File: config.mk
export PLATFORM = sky130hd
export DESIGN_NAME = psfd_front
export DESIGN_NICKNAME = d
export VERILOG_FILES = /design/src/hdl/psfd_pkg.sv /design/src/hdl/psfd_front.sv
export SDC_FILE = /design/constraint.sdc
export NUM_CORES = 1
export LEC_CHECK = 0
export ABC_AREA = 1
export BUFFER_PORTS_ARGS = -buffer_cell sky130_fd_sc_hd__buf_2
export CAP_MARGIN = 20
export CORE_ASPECT_RATIO = 0.9
export CORE_UTILIZATION = 55
export DETAILED_ROUTE_END_ITERATION = 8
export GPL_TIMING_DRIVEN = 1
export PLACE_DENSITY_LB_ADDON = 0.05
export SYNTH_ARGS = -nofsm -noshare
export SYNTH_HDL_FRONTEND = slang
export SYNTH_SLANG_ARGS = --single-unit
File: constraint.sdc
create_clock -name i_clk -period 8.3 [get_ports i_clk]
set_input_delay 0.83 -clock i_clk [delete_from_list [all_inputs] [get_ports i_clk]]
set_output_delay 0.83 -clock i_clk [all_outputs]
set_load 0.1 [all_outputs]
File: src/hdl/psfd_pkg.sv
// Shared package of the per-source flood detector: sizes, codes, request,
// result and queue types. Depends on nothing.
package psfd_pkg;

    localparam int ENTRIES   = 1024;
    localparam int HIT_SLOTS = 128;

    localparam int ENT_W   = $clog2(ENTRIES);
    localparam int USED_W  = $clog2(ENTRIES + 1);
    localparam int SLOT_W  = $clog2(HIT_SLOTS);
    localparam int CNT_W   = $clog2(HIT_SLOTS + 1);
    localparam int HADDR_W = ENT_W + SLOT_W;

    localparam logic [2:0] ST_IGNORED   = 3'd0;
    localparam logic [2:0] ST_FULL      = 3'd1;
    localparam logic [2:0] ST_BLOCKED   = 3'd2;
    localparam logic [2:0] ST_COUNTED   = 3'd3;
    localparam logic [2:0] ST_NEW_BLOCK = 3'd4;

    localparam logic [1:0] CLS_NONE = 2'd0;
    localparam logic [1:0] CLS_TCP  = 2'd1;
    localparam logic [1:0] CLS_UDP  = 2'd2;
    localparam logic [1:0] CLS_ICMP = 2'd3;

    localparam logic [7:0] PROTO_ICMP = 8'd1;
    localparam logic [7:0] PROTO_TCP  = 8'd6;
    localparam logic [7:0] PROTO_UDP  = 8'd17;

    localparam logic [1:0] REG_THRESHOLD = 2'd0;
    localparam logic [1:0] REG_WINDOW    = 2'd1;
    localparam logic [1:0] REG_PORT      = 2'd2;

    localparam logic [6:0]  THRESHOLD_RST = 7'd100;
    localparam logic [15:0] WINDOW_RST    = 16'd10;
    localparam logic [15:0] PORT_RST      = 16'd80;

    typedef struct packed {
        logic [31:0] src_address;
        logic [7:0]  ip_protocol;
        logic [15:0] dest_port;
        logic [31:0] now_seconds;
    } t_req;

    typedef struct packed {
        logic [2:0]  status;
        logic [1:0]  proto_class;
        logic [7:0]  recent_hits;
        logic [31:0] block_address;
    } t_result;

    typedef struct packed {
        logic [31:0] addr;
        logic [31:0] now;
        logic [1:0]  cls;
    } t_job;

    typedef struct packed {
        logic valid;
        t_job job;
    } t_queue_head;

    typedef enum logic [2:0] {
        S_IDLE,
        S_LOOK,
        S_ENT,
        S_WALK,
        S_APPEND
    } t_back_state;

endpackage

File: src/hdl/psfd_front.sv
// Front end: takes requests, classifies the protocol and holds them in a
// two-entry queue for the back end. Uses psfd_pkg.
module psfd_front
    import psfd_pkg::*;
(
    input  logic        i_clk,
    input  logic        i_rst_n,
    input  logic        i_start,
    input  t_req        i_req,
    input  logic [15:0] i_watched_port,
    input  logic        i_pop,
    output logic        o_busy,
    output t_queue_head o_head
);
    t_job       r_q [2];
    logic       r_wp;
    logic       r_rp;
    logic [1:0] r_cnt;
    logic       n_wp;
    logic       n_rp;
    logic [1:0] n_cnt;
    logic       push;
    logic [1:0] cls;

    always_comb begin
        unique case (i_req.ip_protocol)
            PROTO_TCP:  cls = (i_req.dest_port == i_watched_port) ? CLS_TCP : CLS_NONE;
            PROTO_UDP:  cls = CLS_UDP;
            PROTO_ICMP: cls = CLS_ICMP;
            default:    cls = CLS_NONE;
        endcase
    end

    assign o_busy = (r_cnt == 2'd2);
    assign push   = i_start && !o_busy;

    always_comb begin
        n_wp  = push ? !r_wp : r_wp;
        n_rp  = i_pop ? !r_rp : r_rp;
        n_cnt = r_cnt + {1'b0, push} - {1'b0, i_pop};
    end

    always_ff @(posedge i_clk) begin
        if (!i_rst_n) begin
            r_wp  <= 1'b0;
            r_rp  <= 1'b0;
            r_cnt <= 2'd0;
        end else begin
            r_wp  <= n_wp;
            r_rp  <= n_rp;
            r_cnt <= n_cnt;
        end
        if (push) begin
            r_q[r_wp] <= '{addr: i_req.src_address, now: i_req.now_seconds, cls: cls};
        end
    end

    assign o_head.valid = (r_cnt != 2'd0);
    assign o_head.job   = r_q[r_rp];

    a_no_pop_empty: assert property (@(posedge i_clk) disable iff (!i_rst_n)
        i_pop |-> r_cnt != 2'd0) else $error("pop from empty queue");
    a_cnt_range: assert property (@(posedge i_clk) disable iff (!i_rst_n)
        r_cnt <= 2'd2) else $error("queue count out of range");
endmodule

==> reports/results.ini <==
[layout]
multi_input_area_mm2=0.00129
instances_no_fill=656
n_antenna_cell=0
fin_util_pct=73.2
fill_cells=625
final_nets=627
seq_area_mm2=0.00407
area_growth_pct=28.7
drive_above_1_share_pct=52.8

[synth]
yosysSeqAreaShare_pct=73.6
synth_cell_types=19
syn_area_mm2=0.00552
yosysWarnings=0
synthCells=328
syn_area_per_cell_um2=16.8
synth_nets=438
synth-seq-cells=137

[sta]
slew_viol_final=0
hold_viol=0
fin_crit_sh_pct=38.7
period_needed_ps=3210
max_slew.worst_pin.slew_ps=1110
fmax_ghz=0.311
rsz0062_at_grt=no
final-setup-viol-count=0
tns_ps=0
relSlewSlack_pct=26.3
clock_skew_ps=6.71

[worst_setup_path]
reg2reg_slack_ps=6120
cp.depth=2
r2r_end=r_q[1][51]
path_delay_family=flip-flops
path_buf_inv=1
worstPathMaxFanout=66
endpoint=o_head[24]
crit_required_ps=7470
cp-end-kind=output pin
crit_arrival_ps=2380
ff2ff_path_depth=4
r2r-start=r_cnt[1]
crit_type=reg -> out
cpPeakStageDelay_ps=1020
crit_slowest_cell=dfxtp_4
start_kind=register
path_cells=mux2_2, buf_2

[power_and_ir_drop]
power_mw=2.12
p_sw_uw=738
clockPowerShare_pct=34.4
cellLeakagePower_nw=3.02
power_frac_seq_pct=40.8
combPwrFrac_pct=24.9
p_per_area_mw_per_mm2=299
swShare_pct=34.8
intPower_mw=1.38
ir_drop_v=0.000199

[route]
antenna_left=0
vias_per_cell=4.86
drc=0
firstDrtPassIters=4
wire_per_inst_um=15.1
drtIter0Drc=145
vias=3188
routed_wl_um=9920

[die]
initial_core_util_pct=56.9
dieArea_mm2=0.0104
num_rows=34
core_mm2=0.00970
dieHeight_um=97.0
io_pins=176
dieWidth_um=108

[grt]
grt_usage_pct=20.0
grt-ovfl-total=0
grt_start_max_net_pins=67
grt_first_pass_wirelength_um=15500
grt_pass1_vias=3296
antenna_found_initial=0

[outcome]
status=finished clean

[job]
cap_violations=0

[clock_network]
root_buffer=clkbuf_8
cts_htree_levels=4
clk_pin_slew_ps=60
cts_resized=0
cts_inserted_buffers=17
ctsLongestPathBuffers=2
clock_latency_ps=490
post_cts_buffers=0
cts_tree=yes
hold_buffers=0
cts_num_sinks=137

[placed_design]
dp_cells=624
routabilityCongestion=0.710
portBuffers=175
dp_hpwl_um=6660

[min_path]
hp-class=reg -> reg

[area by class of cell]
cell class	count	share of cell area (%)
Clock buffer	18	5.88
Inverter	29	1.53
Multi-Input combinational cell	155	18.2
Timing Repair Buffer	177	12.5
Sequential cell	137	57.3
Tap cell	126	2.22
Clock inverter	14	2.31
[Yosys cell counts]
master,instances,area [um^2]
a21oi_1,2,10.0
buf_2,2,10.0
buf_6,5,56.3
dfxtp_1,5,100
edfxtp_1,132,3960
ha_1,2,25.0
inv_1,29,109
mux2_2,26,293
mux2_4,40,601
nand2_1,43,161
nand3_1,1,5.00
nand3b_1,1,7.51
nor2_1,31,116
nor4_1,2,12.5
o21ai_0,2,10.0
o21ai_2,1,8.76
or2_2,2,12.5
xnor2_1,1,8.76
xor2_1,1,8.76
[worst register-to-register path, delay by kind of cell, from the launching register on]
kind                   cells  cell delay [ps]
AOI/OAI and AO/OA          1              120
buffers and inverters      2              680
DFF                        1              340
and+or+nand+nor            1              660
[power by group through the flow]
stage / Sequential [mW] / Combinational (mW) / Clock (mW)
final: 0.865 / 0.528 / 0.729
after global routing: 0.871 / 0.549 / 0.770
after CTS: 0.866 / 0.531 / 0.740
after detailed placement: 0.880 / 0.530 / 0
after global placement: 0.876 / 0.525 / 0
after floorplan: 0.867 / 0.455 / 0
[logic make-up (layout without fill, tap and decap cells)]
group | after synthesis | after routing | synth area share (%)
multiplexers | 66 | 66 | 16.2
AND/OR/NAND/NOR | 80 | 80 | 5.71
flip-flops | 137 | 137 | 73.6
XOR/XNOR | 2 | 2 | 0.317
AO/OA/AOI/OAI | 5 | 5 | 0.521
adder cells (fa/ha/maj) | 2 | 2 | 0.453
buffers and inverters | 36 | 238 | 3.17
[flip-flops by register name, summed over array words and instances (netlist names), named ones only]
name,count
r_cnt,2
r_wp,1
r_q,132
r_rp,1
[worst min path at each step]
| stage | from | to | slack [ps] | cells after the start |
|---|---|---|---|---|
| 2_1_floorplan | r_wp | r_wp | 460 | 2 |
| 3_3_place_gp | r_rp | r_rp | 480 | 2 |
| 3_5_place_dp | r_rp | register | 500 | 2 |
| 4_1_cts | i_req[22] | r_q[1][24] | 490 | 1 |
| 5_1_grt | i_req[13] | r_q[1][15] | 480 | 1 |
| 6_report | r_rp | r_rp | 520 | 2 |
[cell usage in the layout, fill, tap and decap left out, types with 2 or more instances in the layout]
cell | synthesis | layout
clkinvlp_4 | 0 | 3
dfxtp_1 | 5 | 4
mux2_4 | 40 | 40
nor4_1 | 2 | 2
nor2_4 | 0 | 2
inv_1 | 29 | 29
o21ai_0 | 2 | 2
nand2_1 | 43 | 43
or2_2 | 2 | 2
edfxtp_1 | 132 | 132
inv_6 | 0 | 5
clkbuf_16 | 0 | 16
clkinv_4 | 0 | 3
ha_1 | 2 | 2
bufinv_16 | 0 | 2
buf_2 | 2 | 175
a21oi_1 | 2 | 2
nor2_1 | 31 | 29
mux2_2 | 26 | 26
buf_4 | 0 | 2
[layer usage]
layer / vias to the layer above / routed length (um) / track usage (%) / part of all wire (%)
li1: 1563 / - / - / -
met1: 1504 / 4010 / 24.2 / 40
met2: 119 / 5170 / 33.7 / 52
met3: 2 / 723 / 7.48 / 7.3
met4: 0 / 14 / 5.37 / 0.14
met5: - / 0 / 0 / 0
[stage by stage]
step	hold slack, ps	instance area, um^2	setup slack (ps)
detailed placement	496	6520	5600
global route	484	7100	4980
CTS	487	7100	5050
floorplan	459	5520	4140
finish	518	7100	5090
global placement	475	6520	5590
(Power assumes the default switching activity.)
